### config.mk
export PLATFORM = sky130hd
export DESIGN_NAME = tuning_command_line_parser_top_flat
export DESIGN_NICKNAME = d
export VERILOG_FILES = /design/src/hdl/tclp_pkg.sv /design/src/hdl/tclp_in_if.sv /design/src/hdl/tclp_out_if.sv /design/src/hdl/tclp_parser.sv /design/src/hdl/tclp_divider.sv /design/src/hdl/tclp_finish.sv /design/src/hdl/tuning_command_line_parser_top.sv /design/src/flat_wrapper.sv
export SDC_FILE = /design/constraint.sdc
export NUM_CORES = 2
export LEC_CHECK = 0
export ABC_AREA = 1
export CAP_MARGIN = 5
export CORE_MARGIN = 8
export CORE_UTILIZATION = 65
export CTS_CLUSTER_SIZE = 20
export DETAILED_ROUTE_END_ITERATION = 16
export DONT_BUFFER_PORTS = 1
export PLACE_DENSITY = 0.84
export SLEW_MARGIN = 20
export SYNTH_ARGS = -nofsm -noshare
export SYNTH_HDL_FRONTEND = slang
export SYNTH_HIERARCHICAL = 1
export SYNTH_SLANG_ARGS = --single-unit
### constraint.sdc
create_clock -name clk -period 30.1 [get_ports clk]
set_input_delay 0 -clock clk [delete_from_list [all_inputs] [get_ports clk]]
set_output_delay 0 -clock clk [all_outputs]
set_load 0.02 [all_outputs]
### src/hdl/tclp_pkg.sv
package tclp_pkg;

  localparam int TEXT_CHARS_DEF      = 19;
  localparam int FRACTION_BITS_DEF   = 16;
  localparam int FRACTION_DIGITS_DEF = 6;

  localparam int INT_W  = 16;
  localparam int FACC_W = 20;
  localparam int FCNT_W = 3;
  localparam int ACT_W  = 3;
  localparam int IDX_W  = 5;

  localparam int                FULL_DIGITS = 6;
  localparam logic [FACC_W-1:0] FRAC_SCALE  = 20'd1000000;

  localparam logic [ACT_W-1:0] ACT_NONE  = 3'd0;
  localparam logic [ACT_W-1:0] ACT_START = 3'd1;
  localparam logic [ACT_W-1:0] ACT_STOP  = 3'd2;
  localparam logic [ACT_W-1:0] ACT_SET   = 3'd3;
  localparam logic [ACT_W-1:0] ACT_BASE  = 3'd4;
  localparam logic [ACT_W-1:0] ACT_TASK  = 3'd5;

  localparam logic [7:0] CMD_START = "s";
  localparam logic [7:0] CMD_STOP  = "p";
  localparam logic [7:0] CMD_BASE  = "h";
  localparam logic [7:0] CMD_TASK  = "t";

  typedef struct packed {
    logic [ACT_W-1:0] action;
    logic [IDX_W-1:0] param_index;
    logic             beep;
  } tclp_dec_t;

  typedef struct packed {
    logic [7:0]        cmd;
    logic              has;
    logic              neg;
    logic [INT_W-1:0]  iacc;
    logic [FACC_W-1:0] facc;
    logic [FCNT_W-1:0] fcnt;
    tclp_dec_t         dec;
  } tclp_snap_t;

  function automatic logic [FACC_W-1:0] pow10(input logic [FCNT_W-1:0] k);
    logic [FACC_W-1:0] p;
    unique case (k)
      3'd0:    p = 20'd1;
      3'd1:    p = 20'd10;
      3'd2:    p = 20'd100;
      3'd3:    p = 20'd1000;
      3'd4:    p = 20'd10000;
      3'd5:    p = 20'd100000;
      default: p = 20'd1000000;
    endcase
    return p;
  endfunction

  function automatic tclp_dec_t decode_cmd(input logic [7:0] cmd, input logic has);
    tclp_dec_t        d;
    logic             hit;
    logic [IDX_W-1:0] idx;
    d   = '0;
    hit = 1'b1;
    idx = '0;
    unique case (cmd)
      "a":     idx = 5'd0;
      "c":     idx = 5'd1;
      "e":     idx = 5'd2;
      "d":     idx = 5'd3;
      "f":     idx = 5'd4;
      "g":     idx = 5'd5;
      "m":     idx = 5'd6;
      "o":     idx = 5'd7;
      "q":     idx = 5'd8;
      "s":     idx = 5'd9;
      "u":     idx = 5'd10;
      "w":     idx = 5'd11;
      "i":     idx = 5'd12;
      "k":     idx = 5'd13;
      "l":     idx = 5'd14;
      "j":     idx = 5'd15;
      "p":     idx = 5'd16;
      "r":     idx = 5'd17;
      "b":     idx = 5'd18;
      "n":     idx = 5'd19;
      "x":     idx = 5'd20;
      "y":     idx = 5'd21;
      "z":     idx = 5'd22;
      "v":     idx = 5'd23;
      default: hit = 1'b0;
    endcase
    if (!has) begin
      if (cmd == CMD_START) begin
        d.action = ACT_START;
      end else if (cmd == CMD_STOP) begin
        d.action = ACT_STOP;
      end
    end else if (hit) begin
      d.action      = ACT_SET;
      d.param_index = idx;
      d.beep        = 1'b1;
    end else if (cmd == CMD_BASE) begin
      d.action = ACT_BASE;
      d.beep   = 1'b1;
    end else if (cmd == CMD_TASK) begin
      d.action = ACT_TASK;
      d.beep   = 1'b1;
    end
    return d;
  endfunction

endpackage

### src/hdl/tclp_in_if.sv
interface tclp_in_if;
  logic       valid;
  logic       ready;
  logic [7:0] rx_byte;
  logic       link_ready;

  modport source (output valid, output rx_byte, output link_ready, input ready);
  modport sink (input valid, input rx_byte, input link_ready, output ready);
endinterface

### src/hdl/tclp_out_if.sv
interface tclp_out_if;
  logic               valid;
  logic               ready;
  logic [7:0]         command_letter;
  logic signed [31:0] parsed_value;
  logic               has_value;
  logic [2:0]         action;
  logic [4:0]         param_index;
  logic signed [15:0] whole_value;
  logic               beep_request;

  modport source (
    output valid, output command_letter, output parsed_value, output has_value,
    output action, output param_index, output whole_value, output beep_request,
    input ready
  );
  modport sink (
    input valid, input command_letter, input parsed_value, input has_value,
    input action, input param_index, input whole_value, input beep_request,
    output ready
  );
endinterface

### src/hdl/tclp_parser.sv
module tclp_parser #(
  parameter int TEXT_CHARS      = tclp_pkg::TEXT_CHARS_DEF,
  parameter int FRACTION_DIGITS = tclp_pkg::FRACTION_DIGITS_DEF
) (
  input  logic                 clk,
  input  logic                 rst_n,
  tclp_in_if.sink              in_if,
  input  logic                 adv,
  output logic                 snap_valid,
  output tclp_pkg::tclp_snap_t snap
);

  localparam int CNT_W = $clog2(TEXT_CHARS + 1);

  localparam logic [1:0] PH_LEAD = 2'd0;
  localparam logic [1:0] PH_CMD  = 2'd1;
  localparam logic [1:0] PH_TEXT = 2'd2;

  localparam logic [2:0] NP_BLANK = 3'd0;
  localparam logic [2:0] NP_SIGN  = 3'd1;
  localparam logic [2:0] NP_INT   = 3'd2;
  localparam logic [2:0] NP_FRAC  = 3'd3;
  localparam logic [2:0] NP_STOP  = 3'd4;

  localparam logic [7:0] CH_LEAD  = "C";
  localparam logic [7:0] CH_CR    = 8'h0D;
  localparam logic [7:0] CH_LF    = 8'h0A;
  localparam logic [7:0] CH_SPACE = 8'h20;
  localparam logic [7:0] CH_TAB   = 8'h09;
  localparam logic [7:0] CH_VT    = 8'h0B;
  localparam logic [7:0] CH_FF    = 8'h0C;
  localparam logic [7:0] CH_PLUS  = "+";
  localparam logic [7:0] CH_MINUS = "-";
  localparam logic [7:0] CH_POINT = ".";
  localparam logic [7:0] CH_ZERO  = "0";
  localparam logic [7:0] CH_NINE  = "9";

  logic [1:0]                  phase_r, phase_nxt;
  logic [7:0]                  cmd_r, cmd_nxt;
  logic [CNT_W-1:0]            count_r, count_nxt;
  logic [2:0]                  nphase_r, nphase_nxt;
  logic                        neg_r, neg_nxt;
  logic [tclp_pkg::INT_W-1:0]  iacc_r, iacc_nxt;
  logic [tclp_pkg::FACC_W-1:0] facc_r, facc_nxt;
  logic [tclp_pkg::FCNT_W-1:0] fcnt_r, fcnt_nxt;
  logic                        snap_valid_r;
  tclp_pkg::tclp_snap_t        snap_r, snap_nxt;

  logic [7:0]                  b;
  logic                        accept;
  logic                        take;
  logic                        term;
  logic                        emit;
  logic                        blank;
  logic                        digit;
  logic [7:0]                  doff;
  logic [3:0]                  d;
  logic [19:0]                 int_prod;
  logic [tclp_pkg::INT_W-1:0]  int_sat;
  logic [tclp_pkg::FACC_W-1:0] frac_prod;

  assign in_if.ready = adv || !snap_valid_r;
  assign accept      = in_if.valid && in_if.ready;
  assign take        = accept && in_if.link_ready;
  assign b           = in_if.rx_byte;

  assign term  = (b == CH_CR) || (b == CH_LF);
  assign blank = (b == CH_SPACE) || (b == CH_TAB) || (b == CH_VT) || (b == CH_FF);
  assign digit = (b >= CH_ZERO) && (b <= CH_NINE);
  assign doff  = b - CH_ZERO;
  assign d     = doff[3:0];

  assign int_prod  = ({4'b0, iacc_r} << 3) + ({4'b0, iacc_r} << 1) + {16'b0, d};
  assign int_sat   = (int_prod > 20'd65535) ? 16'hFFFF : int_prod[15:0];
  assign frac_prod = (facc_r << 3) + (facc_r << 1) + {16'b0, d};

  assign emit = take && (phase_r == PH_TEXT) && term;

  always_comb begin
    phase_nxt  = phase_r;
    cmd_nxt    = cmd_r;
    count_nxt  = count_r;
    nphase_nxt = nphase_r;
    neg_nxt    = neg_r;
    iacc_nxt   = iacc_r;
    facc_nxt   = facc_r;
    fcnt_nxt   = fcnt_r;
    if (take) begin
      unique case (phase_r)
        PH_LEAD: begin
          if (b == CH_LEAD) begin
            phase_nxt = PH_CMD;
          end
        end
        PH_CMD: begin
          cmd_nxt    = b;
          count_nxt  = '0;
          nphase_nxt = NP_BLANK;
          neg_nxt    = 1'b0;
          iacc_nxt   = '0;
          facc_nxt   = '0;
          fcnt_nxt   = '0;
          phase_nxt  = PH_TEXT;
        end
        PH_TEXT: begin
          if (term) begin
            phase_nxt = PH_LEAD;
          end else if (count_r < CNT_W'(TEXT_CHARS)) begin
            count_nxt = count_r + 1'b1;
            unique case (nphase_r)
              NP_BLANK: begin
                priority if (blank) begin
                  nphase_nxt = NP_BLANK;
                end else if (b == CH_PLUS) begin
                  nphase_nxt = NP_SIGN;
                end else if (b == CH_MINUS) begin
                  neg_nxt    = 1'b1;
                  nphase_nxt = NP_SIGN;
                end else if (digit) begin
                  iacc_nxt   = int_sat;
                  nphase_nxt = NP_INT;
                end else if (b == CH_POINT) begin
                  nphase_nxt = NP_FRAC;
                end else begin
                  nphase_nxt = NP_STOP;
                end
              end
              NP_SIGN, NP_INT: begin
                priority if (digit) begin
                  iacc_nxt   = int_sat;
                  nphase_nxt = NP_INT;
                end else if (b == CH_POINT) begin
                  nphase_nxt = NP_FRAC;
                end else begin
                  nphase_nxt = NP_STOP;
                end
              end
              NP_FRAC: begin
                if (digit) begin
                  if (fcnt_r < tclp_pkg::FCNT_W'(FRACTION_DIGITS)) begin
                    facc_nxt = frac_prod;
                    fcnt_nxt = fcnt_r + 1'b1;
                  end
                end else begin
                  nphase_nxt = NP_STOP;
                end
              end
              default: nphase_nxt = NP_STOP;
            endcase
          end
        end
        default: phase_nxt = PH_LEAD;
      endcase
    end
  end

  always_comb begin
    snap_nxt      = '0;
    snap_nxt.cmd  = cmd_r;
    snap_nxt.has  = (count_r != '0);
    snap_nxt.neg  = neg_r;
    snap_nxt.iacc = iacc_r;
    snap_nxt.facc = facc_r;
    snap_nxt.fcnt = fcnt_r;
    snap_nxt.dec  = tclp_pkg::decode_cmd(cmd_r, count_r != '0);
  end

  always_ff @(posedge clk) begin
    if (!rst_n) begin
      phase_r      <= PH_LEAD;
      cmd_r        <= '0;
      count_r      <= '0;
      nphase_r     <= NP_BLANK;
      neg_r        <= 1'b0;
      iacc_r       <= '0;
      facc_r       <= '0;
      fcnt_r       <= '0;
      snap_valid_r <= 1'b0;
    end else begin
      phase_r  <= phase_nxt;
      cmd_r    <= cmd_nxt;
      count_r  <= count_nxt;
      nphase_r <= nphase_nxt;
      neg_r    <= neg_nxt;
      iacc_r   <= iacc_nxt;
      facc_r   <= facc_nxt;
      fcnt_r   <= fcnt_nxt;
      if (in_if.ready) begin
        snap_valid_r <= emit;
      end
    end
  end

  always_ff @(posedge clk) begin
    if (emit) begin
      snap_r <= snap_nxt;
    end
  end

  assign snap_valid = snap_valid_r;
  assign snap       = snap_r;

endmodule

### src/hdl/tclp_divider.sv
module tclp_divider #(
  parameter int FRACTION_BITS = tclp_pkg::FRACTION_BITS_DEF
) (
  input  logic                 clk,
  input  logic                 rst_n,
  input  logic                 adv,
  input  logic                 snap_valid,
  input  tclp_pkg::tclp_snap_t snap,
  output logic                 q_valid,
  output tclp_pkg::tclp_snap_t q_snap,
  output logic [FRACTION_BITS:0] quot
);

  localparam int F_W   = tclp_pkg::FACC_W;
  localparam int S_W   = 2 * F_W;
  localparam int Q_W   = FRACTION_BITS + 1;
  localparam int SHIFT = F_W;
  localparam int P_W   = F_W + Q_W;

  localparam longint unsigned RECIP =
    (64'd1 << (FRACTION_BITS + SHIFT)) / 64'(tclp_pkg::FRAC_SCALE);
  localparam logic [Q_W-1:0] RECIP_K = Q_W'(RECIP);
  localparam logic [P_W-1:0] DIV1    = P_W'(tclp_pkg::FRAC_SCALE);
  localparam logic [P_W-1:0] DIV2    = DIV1 << 1;
  localparam logic [P_W-1:0] HALF    = DIV1 >> 1;

  logic [F_W-1:0]       scale;
  logic [S_W-1:0]       scaled;
  logic [P_W-1:0]       est_prod;
  logic [P_W-1:0]       num;
  logic [P_W-1:0]       back_prod;
  logic [P_W-1:0]       rem;
  logic [Q_W-1:0]       fix;

  logic                 v1_r, v2_r, v3_r, v4_r;
  tclp_pkg::tclp_snap_t snap1_r, snap2_r, snap3_r, snap4_r;
  logic [F_W-1:0]       f1_r;
  logic [Q_W-1:0]       qe2_r, qe3_r, quot_r;
  logic [P_W-1:0]       n2_r, n3_r, bp3_r;

  // The fraction digits are scaled to millionths, then divided by a reciprocal
  // multiplication whose estimate is at most two short and is corrected at the end.
  assign scale  = tclp_pkg::pow10(tclp_pkg::FCNT_W'(tclp_pkg::FULL_DIGITS) - snap.fcnt);
  assign scaled = S_W'(snap.facc) * S_W'(scale);

  assign est_prod  = P_W'(f1_r) * P_W'(RECIP_K);
  assign num       = (P_W'(f1_r) << FRACTION_BITS) + HALF;
  assign back_prod = P_W'(qe2_r) * DIV1;
  assign rem       = n3_r - bp3_r;
  assign fix       = (rem >= DIV2) ? Q_W'(2) : ((rem >= DIV1) ? Q_W'(1) : '0);

  always_ff @(posedge clk) begin
    if (!rst_n) begin
      v1_r <= 1'b0;
      v2_r <= 1'b0;
      v3_r <= 1'b0;
      v4_r <= 1'b0;
    end else if (adv) begin
      v1_r <= snap_valid;
      v2_r <= v1_r;
      v3_r <= v2_r;
      v4_r <= v3_r;
    end
  end

  always_ff @(posedge clk) begin
    if (adv) begin
      snap1_r <= snap;
      f1_r    <= scaled[F_W-1:0];
      snap2_r <= snap1_r;
      qe2_r   <= est_prod[P_W-1:SHIFT];
      n2_r    <= num;
      snap3_r <= snap2_r;
      qe3_r   <= qe2_r;
      n3_r    <= n2_r;
      bp3_r   <= back_prod;
      snap4_r <= snap3_r;
      quot_r  <= qe3_r + fix;
    end
  end

  assign q_valid = v4_r;
  assign q_snap  = snap4_r;
  assign quot    = quot_r;

endmodule

### src/hdl/tclp_finish.sv
module tclp_finish #(
  parameter int FRACTION_BITS = tclp_pkg::FRACTION_BITS_DEF
) (
  input  logic                   clk,
  input  logic                   rst_n,
  input  logic                   q_valid,
  input  tclp_pkg::tclp_snap_t   q_snap,
  input  logic [FRACTION_BITS:0] quot,
  output logic                   adv,
  tclp_out_if.source             out_if
);

  localparam int MAG_W = tclp_pkg::INT_W + FRACTION_BITS + 1;
  localparam int CMP_W = (MAG_W > 32) ? MAG_W : 32;
  localparam int M_W   = 32 - FRACTION_BITS;
  localparam int CAP_W = (M_W > 16) ? M_W : 16;

  logic [MAG_W-1:0]     mag;
  logic [CMP_W-1:0]     mag_ext;
  logic [CMP_W-1:0]     lim;
  logic [31:0]          abs_nxt;

  logic                 a_vld_r;
  tclp_pkg::tclp_snap_t a_snap_r;
  logic [31:0]          abs_r;

  logic [31:0]          val_nxt;
  logic [M_W-1:0]       m;
  logic [CAP_W-1:0]     m_ext;
  logic [CAP_W-1:0]     cap;
  logic [15:0]          wm;
  logic [15:0]          whole_nxt;

  logic                 out_valid_r;
  logic [7:0]           cmd_r;
  logic [31:0]          val_r;
  logic                 has_r;
  tclp_pkg::tclp_dec_t  dec_r;
  logic [15:0]          whole_r;

  assign adv = !out_valid_r || out_if.ready;

  assign mag     = (MAG_W'(q_snap.iacc) << FRACTION_BITS) + MAG_W'(quot);
  assign mag_ext = CMP_W'(mag);
  assign lim     = q_snap.neg ? CMP_W'(32'h8000_0000) : CMP_W'(32'h7FFF_FFFF);
  assign abs_nxt = (mag_ext > lim) ? lim[31:0] : mag_ext[31:0];

  assign val_nxt   = a_snap_r.neg ? (32'd0 - abs_r) : abs_r;
  assign m         = abs_r[31:FRACTION_BITS];
  assign m_ext     = CAP_W'(m);
  assign cap       = a_snap_r.neg ? CAP_W'(32'd32768) : CAP_W'(32'd32767);
  assign wm        = (m_ext > cap) ? cap[15:0] : m_ext[15:0];
  assign whole_nxt = a_snap_r.neg ? (16'd0 - wm) : wm;

  always_ff @(posedge clk) begin
    if (!rst_n) begin
      a_vld_r     <= 1'b0;
      out_valid_r <= 1'b0;
    end else if (adv) begin
      a_vld_r     <= q_valid;
      out_valid_r <= a_vld_r;
    end
  end

  always_ff @(posedge clk) begin
    if (adv) begin
      a_snap_r <= q_snap;
      abs_r    <= abs_nxt;
      cmd_r    <= a_snap_r.cmd;
      val_r    <= val_nxt;
      has_r    <= a_snap_r.has;
      dec_r    <= a_snap_r.dec;
      whole_r  <= whole_nxt;
    end
  end

  assign out_if.valid          = out_valid_r;
  assign out_if.command_letter = cmd_r;
  assign out_if.parsed_value   = val_r;
  assign out_if.has_value      = has_r;
  assign out_if.action         = dec_r.action;
  assign out_if.param_index    = dec_r.param_index;
  assign out_if.whole_value    = whole_r;
  assign out_if.beep_request   = dec_r.beep;

endmodule

### src/hdl/tuning_command_line_parser_top.sv
// Command line parser for tuning commands: one received byte is taken in every clock cycle
// while the input is not stalled, and the number text is converted as it arrives. A CR or LF
// beat closes the line: the line is captured in the snapshot register at the accepting edge,
// then passes through the fraction conversion registers (scaling to millionths, a reciprocal
// multiplication and a final correction) and the output registers before its result beat is
// presented. Results are fully pipelined, so lines may follow each other without gaps. A refused
// output freezes the fraction conversion and output stages, and the input stalls only when a
// finished line is waiting in the snapshot register while the output is refused.
module tuning_command_line_parser_top #(
  parameter int TEXT_CHARS      = tclp_pkg::TEXT_CHARS_DEF,
  parameter int FRACTION_BITS   = tclp_pkg::FRACTION_BITS_DEF,
  parameter int FRACTION_DIGITS = tclp_pkg::FRACTION_DIGITS_DEF
) (
  input  logic       clk,
  input  logic       rst_n,
  tclp_in_if.sink    in_if,
  tclp_out_if.source out_if
);

  logic                   adv;
  logic                   snap_valid;
  tclp_pkg::tclp_snap_t   snap;
  logic                   q_valid;
  tclp_pkg::tclp_snap_t   q_snap;
  logic [FRACTION_BITS:0] quot;

  tclp_parser #(
    .TEXT_CHARS      (TEXT_CHARS),
    .FRACTION_DIGITS (FRACTION_DIGITS)
  ) u_parser (
    .clk        (clk),
    .rst_n      (rst_n),
    .in_if      (in_if),
    .adv        (adv),
    .snap_valid (snap_valid),
    .snap       (snap)
  );

  tclp_divider #(
    .FRACTION_BITS (FRACTION_BITS)
  ) u_divider (
    .clk        (clk),
    .rst_n      (rst_n),
    .adv        (adv),
    .snap_valid (snap_valid),
    .snap       (snap),
    .q_valid    (q_valid),
    .q_snap     (q_snap),
    .quot       (quot)
  );

  tclp_finish #(
    .FRACTION_BITS (FRACTION_BITS)
  ) u_finish (
    .clk     (clk),
    .rst_n   (rst_n),
    .q_valid (q_valid),
    .q_snap  (q_snap),
    .quot    (quot),
    .adv     (adv),
    .out_if  (out_if)
  );

endmodule
### src/flat_wrapper.sv
// flat-port wrapper written by rule: the top's interface ports become plain ports
module tuning_command_line_parser_top_flat 
#(
  parameter int TEXT_CHARS      = tclp_pkg::TEXT_CHARS_DEF,
  parameter int FRACTION_BITS   = tclp_pkg::FRACTION_BITS_DEF,
  parameter int FRACTION_DIGITS = tclp_pkg::FRACTION_DIGITS_DEF
)
  (clk, rst_n, in_if_valid, in_if_rx_byte, in_if_link_ready, in_if_ready, out_if_valid, out_if_command_letter, out_if_parsed_value, out_if_has_value, out_if_action, out_if_param_index, out_if_whole_value, out_if_beep_request, out_if_ready);
  tclp_in_if in_if_i ();
  tclp_out_if out_if_i ();
  input  logic clk;
  input  logic rst_n;
  input wire logic [$bits(in_if_i.valid)-1:0] in_if_valid;
  input wire logic [$bits(in_if_i.rx_byte)-1:0] in_if_rx_byte;
  input wire logic [$bits(in_if_i.link_ready)-1:0] in_if_link_ready;
  output wire logic [$bits(in_if_i.ready)-1:0] in_if_ready;
  output wire logic [$bits(out_if_i.valid)-1:0] out_if_valid;
  output wire logic [$bits(out_if_i.command_letter)-1:0] out_if_command_letter;
  output wire logic [$bits(out_if_i.parsed_value)-1:0] out_if_parsed_value;
  output wire logic [$bits(out_if_i.has_value)-1:0] out_if_has_value;
  output wire logic [$bits(out_if_i.action)-1:0] out_if_action;
  output wire logic [$bits(out_if_i.param_index)-1:0] out_if_param_index;
  output wire logic [$bits(out_if_i.whole_value)-1:0] out_if_whole_value;
  output wire logic [$bits(out_if_i.beep_request)-1:0] out_if_beep_request;
  input wire logic [$bits(out_if_i.ready)-1:0] out_if_ready;
  assign in_if_i.valid = in_if_valid;
  assign in_if_i.rx_byte = in_if_rx_byte;
  assign in_if_i.link_ready = in_if_link_ready;
  assign in_if_ready = in_if_i.ready;
  assign out_if_valid = out_if_i.valid;
  assign out_if_command_letter = out_if_i.command_letter;
  assign out_if_parsed_value = out_if_i.parsed_value;
  assign out_if_has_value = out_if_i.has_value;
  assign out_if_action = out_if_i.action;
  assign out_if_param_index = out_if_i.param_index;
  assign out_if_whole_value = out_if_i.whole_value;
  assign out_if_beep_request = out_if_i.beep_request;
  assign out_if_i.ready = out_if_ready;
  tuning_command_line_parser_top #(.TEXT_CHARS(TEXT_CHARS), .FRACTION_BITS(FRACTION_BITS), .FRACTION_DIGITS(FRACTION_DIGITS)) u_core (.clk(clk), .rst_n(rst_n), .in_if(in_if_i), .out_if(out_if_i));
endmodule
# Word level (Yosys, flattened, before mapping)
# Cells that the tools add are included.
word_totals:
  ff_bits: 556
  word_cells: 253
op_classes:
  n_mul: 3
  reduce_logical: 28
  mux: 64
  n_lt_le_gt_ge: 9
  addsub: 14
  eq_ne: 62
ops:
  columns: ["op", "n"]
  rows:
  - ["equality test 8 x 7 -> 1 bit, second input constant", 27]
  - ["2-to-1 mux 16 bit", 10]
  - ["case mux 20 bit (6 select lines)", 1]
  - ["case mux 5 bit (23 select lines)", 1]
  - ["2-to-1 mux 20 bit", 5]
  - ["2-to-1 mux 32 bit", 3]
  - ["case mux 16 bit (2 select lines)", 2]
  - ["2-to-1 mux 3 bit", 17]
  - ["adder 20 x 4 -> 20 bit", 2]
  - ["equality test 8 x 4 -> 1 bit, second input constant", 5]
  - ["case mux 20 bit (2 select lines)", 1]
  - ["adder 36 x 19 -> 37 bit, second input constant", 1]
  - [">= comparator 37 x 20 -> 1 bit, second input constant", 1]
  - [">= comparator 37 x 21 -> 1 bit, second input constant", 1]
  - ["multiplier 20 x 17 -> 37 bit, second input constant", 1]
  - ["subtractor 37 bit", 1]
  - ["adder 32 x 17 -> 33 bit", 1]
  - ["> comparator 33 x 32 -> 1 bit", 1]
  - ["equality test 8 x 6 -> 1 bit, second input constant", 4]
  - ["subtractor 1 x 32 -> 32 bit, first input constant", 1]
  - ["multiplier 17 x 14 -> 31 bit, second input constant", 1]
  - ["OR reduction 24 bit", 1]
  - ["adder 19 x 17 -> 20 bit", 1]
  - ["adder 20 bit", 1]
  - ["other kinds (44)", 90]

# Depth between registers and ports, before layout
depth:
  ltp_word: 12
  depth_mapped: 36
  ltp_nobuf: 36

# Cells and area by module
# Netlist, hierarchy kept.
by_module_without_submodules:
  columns: ["mod", "n_inst", "area_each_um2", "cells_each", "seq_area_each_um2"]
  rows:
  - ["tclp_divider", 1, 29320.6, 2755, 11280.8]
  - ["tclp_parser", 1, 7088.0, 875, 2922.8]
  - ["tclp_finish", 1, 6816.5, 690, 3553.4]

# Least setup slack after synthesis
# OpenSTA, ideal clock, no wires.
synth_path:
  kind: "register -> register"
  startpoint: "register u_core.u_finish.out_valid_r (netlist: u_core/u_finish/out_if.valid)"
  endpoint: "register u_core.u_parser.snap_r, in the netlist u_core/u_parser/snap[0], enable pin"
  t_required_ps: 29552
  n_path_buf: 0
  slack_ps: 14213
  period_less_slack_ps: 15887
  stages_incl_launch_ff: 8
  arrival_ps: 15339
  path_cell_list: "dfxtp_1 -> inv_1 -> nor2_1 -> inv_1 -> nor2_1 -> inv_1 -> nand3_1 -> nor3_1"
synth_between:
  elab_chain_len: 7
synth_lines:
  columns: ["item", "line", "text"]
  rows:
  - ["from (decl)", "tclp_finish.sv:34", "logic out_valid_r;"]
  - ["from (signal assigned)", "tclp_finish.sv:61", "out_valid_r <= a_vld_r;"]
  - ["logical NOT 1 bit", "tclp_finish.sv:41", "assign adv = !out_valid_r || out_if.ready;"]
  - ["logical OR 1 bit", "tclp_finish.sv:41", null]
  - ["net u_core.adv", "tuning_command_line_parser_top.sv:20", "logic adv;"]
  - ["logical OR 1 bit", "tclp_parser.sv:62", "assign in_if.ready = adv || !snap_valid_r;"]
  - ["net in_if_ready", "flat_wrapper.sv:16", "output wire logic [$bits(in_if_i.ready)-1:0] in_if_ready;"]
  - ["logical AND 1 bit", "tclp_parser.sv:63", "assign accept = in_if.valid && in_if.ready;"]
  - ["logical AND 1 bit", "tclp_parser.sv:64", "assign take = accept && in_if.link_ready;"]
  - ["logical AND 1 bit (2 in a row)", "tclp_parser.sv:77", "assign emit = take && (phase_r == PH_TEXT) && term;"]
  - ["net u_core.u_parser.emit", "tclp_parser.sv:53", "logic emit;"]
  - ["to (signal assigned)", "tclp_parser.sv:196", "snap_r <= snap_nxt;"]
  - ["to (decl)", "tclp_parser.sv:47", "tclp_pkg::tclp_snap_t snap_r, snap_nxt;"]
# The timed path passes the listed nets, and every way through them passes these cells.
# A chain may end at the register's enable or synchronous reset.

# Worst setup path in the final report
layout_path:
  startpoint: "register u_core.u_parser.snap_r, in the netlist u_core/u_parser/snap[9]"
  endpoint: "register u_core.u_divider.f1_r[17] (data pin)"
layout_between:
  elab_chain_len: 4
layout_lines:
  columns: ["item", "line", "text"]
  rows:
  - ["subtractor 3 bit *", "tclp_divider.sv:43", "assign scale = tclp_pkg::pow10(tclp_pkg::FCNT_W'(tclp_pkg::FULL_DIGITS) - snap.fcnt);"]
  - ["equality test 3 bit, or another cell as far along", "tclp_pkg.sv:46", "unique case (k)"]
  - ["case mux 20 bit (6 select lines) *", "tclp_pkg.sv:46", null]
  - ["multiplier 20 x 20 -> 20 bit *", "tclp_divider.sv:44", "assign scaled = S_W'(snap.facc) * S_W'(scale);"]
  - ["net u_core.u_divider.scaled[17]", "tclp_divider.sv:28", "logic [S_W-1:0] scaled;"]
  - ["to (signal assigned)", "tclp_divider.sv:69", "f1_r <= scaled[F_W-1:0];"]
  - ["to (decl)", "tclp_divider.sv:37", "logic [F_W-1:0] f1_r;"]
# Mark *: on every way through the listed nets, which the timed path passes. The rest lies on a longest branch.

==> impl_metrics.xml <==
<?xml version="1.0" encoding="UTF-8"?>
<metrics>
  <group name="timing">
    <metric name="max_clock_freq" unit="MHz">130</metric>
    <metric name="relative_slew_margins" unit="%">35.1</metric>
    <metric name="finalMaxSlewViolations" unit="">0</metric>
    <metric name="final_count_of_hold_timing_violations" unit="">0</metric>
    <metric name="final_period_minus_worst_setup_slack" unit="ps">7710</metric>
    <metric name="setup-violations-final" unit="">0</metric>
    <metric name="layout_worst_path_cycle_share" unit="%">25.6</metric>
    <metric name="final_setup_tns" unit="ps">0</metric>
    <metric name="skew" unit="ps">39.6</metric>
    <metric name="setup_repair_after_global_routing_missed_its_margin" unit="">no</metric>
    <metric name="tightestPinTransition" unit="ps">973</metric>
    <metric name="holdWs" unit="ps">139</metric>
  </group>
  <group name="synthesis">
    <metric name="synth_instances" unit="">4228</metric>
    <metric name="synthesis.area" unit="sq mm">0.0405</metric>
    <metric name="synth.net_count" unit="">5003</metric>
    <metric name="synth-warning-count" unit="">6</metric>
    <metric name="avg_inst_size_synth" unit="sq um">9.57</metric>
  </group>
  <group name="route">
    <metric name="detailedRoute.firstPassIterationCount" unit="">6</metric>
    <metric name="routed_via_density" unit="">5.52</metric>
    <metric name="drt_drc_violations_left" unit="">0</metric>
    <metric name="via_count" unit="">28400</metric>
    <metric name="dr.first_iter.drc_count" unit="">2043</metric>
    <metric name="routedWlPerCell" unit="um">17.1</metric>
    <metric name="route.antenna.remaining_nets" unit="">0</metric>
    <metric name="drt_wl_total" unit="um">87800</metric>
  </group>
  <group name="global_route">
    <metric name="grt-ovfl-total" unit="">0</metric>
    <metric name="grt_first_pass_wirelength" unit="um">144000</metric>
    <metric name="grt_start_max_net_pins" unit="">191</metric>
    <metric name="antenna_violations_before_repair" unit="">1</metric>
    <metric name="first_global_vias" unit="">28900</metric>
    <metric name="grtUsageTotal" unit="%">25.1</metric>
  </group>
  <group name="place">
    <metric name="place_congestion" unit="">0.935</metric>
    <metric name="hpwlAfterDp" unit="um">67200</metric>
    <metric name="port-buffer-count" unit="">0</metric>
    <metric name="post_dp_cell_area" unit="sq mm">0.0413</metric>
  </group>
  <group name="floorplan">
    <metric name="core_region_area" unit="sq mm">0.0616</metric>
    <metric name="fp-row-count" unit="">91</metric>
    <metric name="floorplan.die.height" unit="um">266</metric>
    <metric name="initial_core_util" unit="%">65.7</metric>
    <metric name="die_area" unit="sq mm">0.0705</metric>
    <metric name="floorplan.die.width" unit="um">266</metric>
    <metric name="floorplan.io_pins" unit="">81</metric>
  </group>
  <group name="cts">
    <metric name="cts_made_buffers" unit="">53</metric>
    <metric name="clock_path_buffers" unit="">3</metric>
    <metric name="worstSkewPairLatency" unit="ps">630</metric>
    <metric name="cts_tree" unit="">done</metric>
    <metric name="cts_root_buffer" unit="">clkbuf_16</metric>
    <metric name="post_cts_resize_count" unit="">0</metric>
    <metric name="cts_num_sinks" unit="">521</metric>
    <metric name="clkSlewWorstSetupHoldPaths" unit="ps">60</metric>
    <metric name="h-tree-depth" unit="">2</metric>
  </group>
  <group name="final_layout">
    <metric name="final_cell_area" unit="sq mm">0.0433</metric>
    <metric name="n_antenna_cell" unit="">0</metric>
    <metric name="drive_gt1_share" unit="%">4.06</metric>
    <metric name="finish.net_count" unit="">5040</metric>
    <metric name="synthToLayoutAreaGrowth" unit="%">7.03</metric>
    <metric name="final_core_utilization" unit="%">70.3</metric>
  </group>
  <group name="critical_path">
    <metric name="crit_path_top_delay_cell" unit="">fa_1</metric>
    <metric name="worstSetupEndpointType" unit="">flop</metric>
    <metric name="timing.critical_path.required" unit="ps">30450</metric>
    <metric name="critPathMostFrequentCell" unit="">fa_1</metric>
    <metric name="path_max_fanout" unit="">14</metric>
    <metric name="timing_worst_setup_path_type" unit="">reg2reg</metric>
    <metric name="cp_data_arrival_time" unit="ps">8070</metric>
    <metric name="critical-path-max-stage-delay" unit="ps">540</metric>
    <metric name="startpoint_type" unit="">flop</metric>
  </group>
  <group name="pwr">
    <metric name="max_vdd_drop" unit="V">0.0000436</metric>
    <metric name="power-per-cell-area" unit="mW/mm^2">33.7</metric>
    <metric name="cellLeakagePower" unit="uW">0.0218</metric>
  </group>
  <group name="outcome">
    <metric name="run_status" unit="">complete, no violations</metric>
  </group>
  <group name="min_path">
    <metric name="holdCritPathClass" unit="">in2reg</metric>
  </group>
  <group name="run">
    <metric name="timing.max_cap.violations" unit="">0</metric>
  </group>
</metrics>
==> where the power goes <==
part           switching, uW  internal [uW]
clock                    284            375
sequential             0.691            775
combinational           17.2           9.08
==> worst max-delay path: cells and delay by family (launching register included) <==
| kind | cells | cell delay, ps |
|---|---|---|
| DFF | 1 | 440 |
| AOI/OAI and AO/OA | 5 | 1040 |
| and+or+nand+nor | 8 | 1250 |
| adders and majority gates | 9 | 4200 |
| buffers and inverters | 6 | 450 |
| xor gates and xnor gates | 1 | 80 |
==> registers in the layout (all words and copies together) (netlist names), 28 cells and up <==
register and flops:
u_core/u_divider/bp3_r 28, u_core/u_divider/snap2_r 35, u_core/u_divider/snap1_r 35, u_core/u_parser/snap 58, u_core/u_finish/out_if.parsed_value 32, u_core/u_divider/q_snap 35, u_core/u_finish/abs_r 32, u_core/u_divider/snap3_r 35
==> worst paths after layout <==
| check | to | slack (ps) | from | cells past startpoint |
|---|---|---|---|---|
| hold / removal | u_core/u_parser/nphase_r[0]$_SDFFE_PN0P_ | 140 | in_if_rx_byte[5] | 8 |
| setup reg to reg | u_core/u_divider/f1_r[17]$_DFFE_PP_ | 22390 | u_core/u_parser/snap[9]$_DFFE_PP_ | 29 |
| hold reg to reg | u_core/u_divider/q_snap[48]$_DFFE_PP_ | 400 | u_core/u_divider/snap3_r[48]$_DFFE_PP_ | 0 |
| setup / recovery | u_core/u_divider/f1_r[17]$_DFFE_PP_ | 22390 | u_core/u_parser/snap[9]$_DFFE_PP_ | 29 |
==> through the flow <==
stage / total power (uW) / setup WS (ps) / cells
after floorplan: 809 / 16110 / 4228
after global placement: 814 / 22650 / 5028
after global routing: 1510 / 21990 / 5146
final: 1460 / 22390 / 5146
after CTS: 1470 / 22450 / 5146
after detailed placement: 815 / 22460 / 5028
==> placed cells by master, fill, tap and decap left out, types with 101 or more instances in the layout <==
cell / count
xor2_1: 129
nand2_1: 791
inv_1: 842
nand3_1: 164
a21oi_1: 222
edfxtp_1: 456
o21ai_0: 101
fa_1: 299
ha_1: 463
nor2_1: 311
==> per-layer routing <==
metal	global-route usage [%]	vias up	routed length [um]
met3	4.31	268	5250
met2	44.2	897	43500
met4	10.3	0	3670
met1	30.5	13500	35500
li1	-	13700	-
met5	0	-	0
==> final cells by class <==
cell class / instances / area, sq um
inverters: 856 / 3230
fillers: 4417 / 18300
well taps: 837 / 1050
clock inverters: 39 / 400
flip-flops and latches: 521 / 15000
clock buffers: 60 / 1370
multi-input cells: 2807 / 22000
repair buffers: 26 / 255
==> repair_timing <==
| action | 4_1_cts | 5_1_grt |
|---|---|---|
| setup buffers | 0 | 0 |
| setup endpoints to repair | 0 | 0 |
| hold buffers | 19 | 0 |
| hold endpoints to repair | 68 | 0 |
No activity file was read; power rests on OpenSTA's default activity.
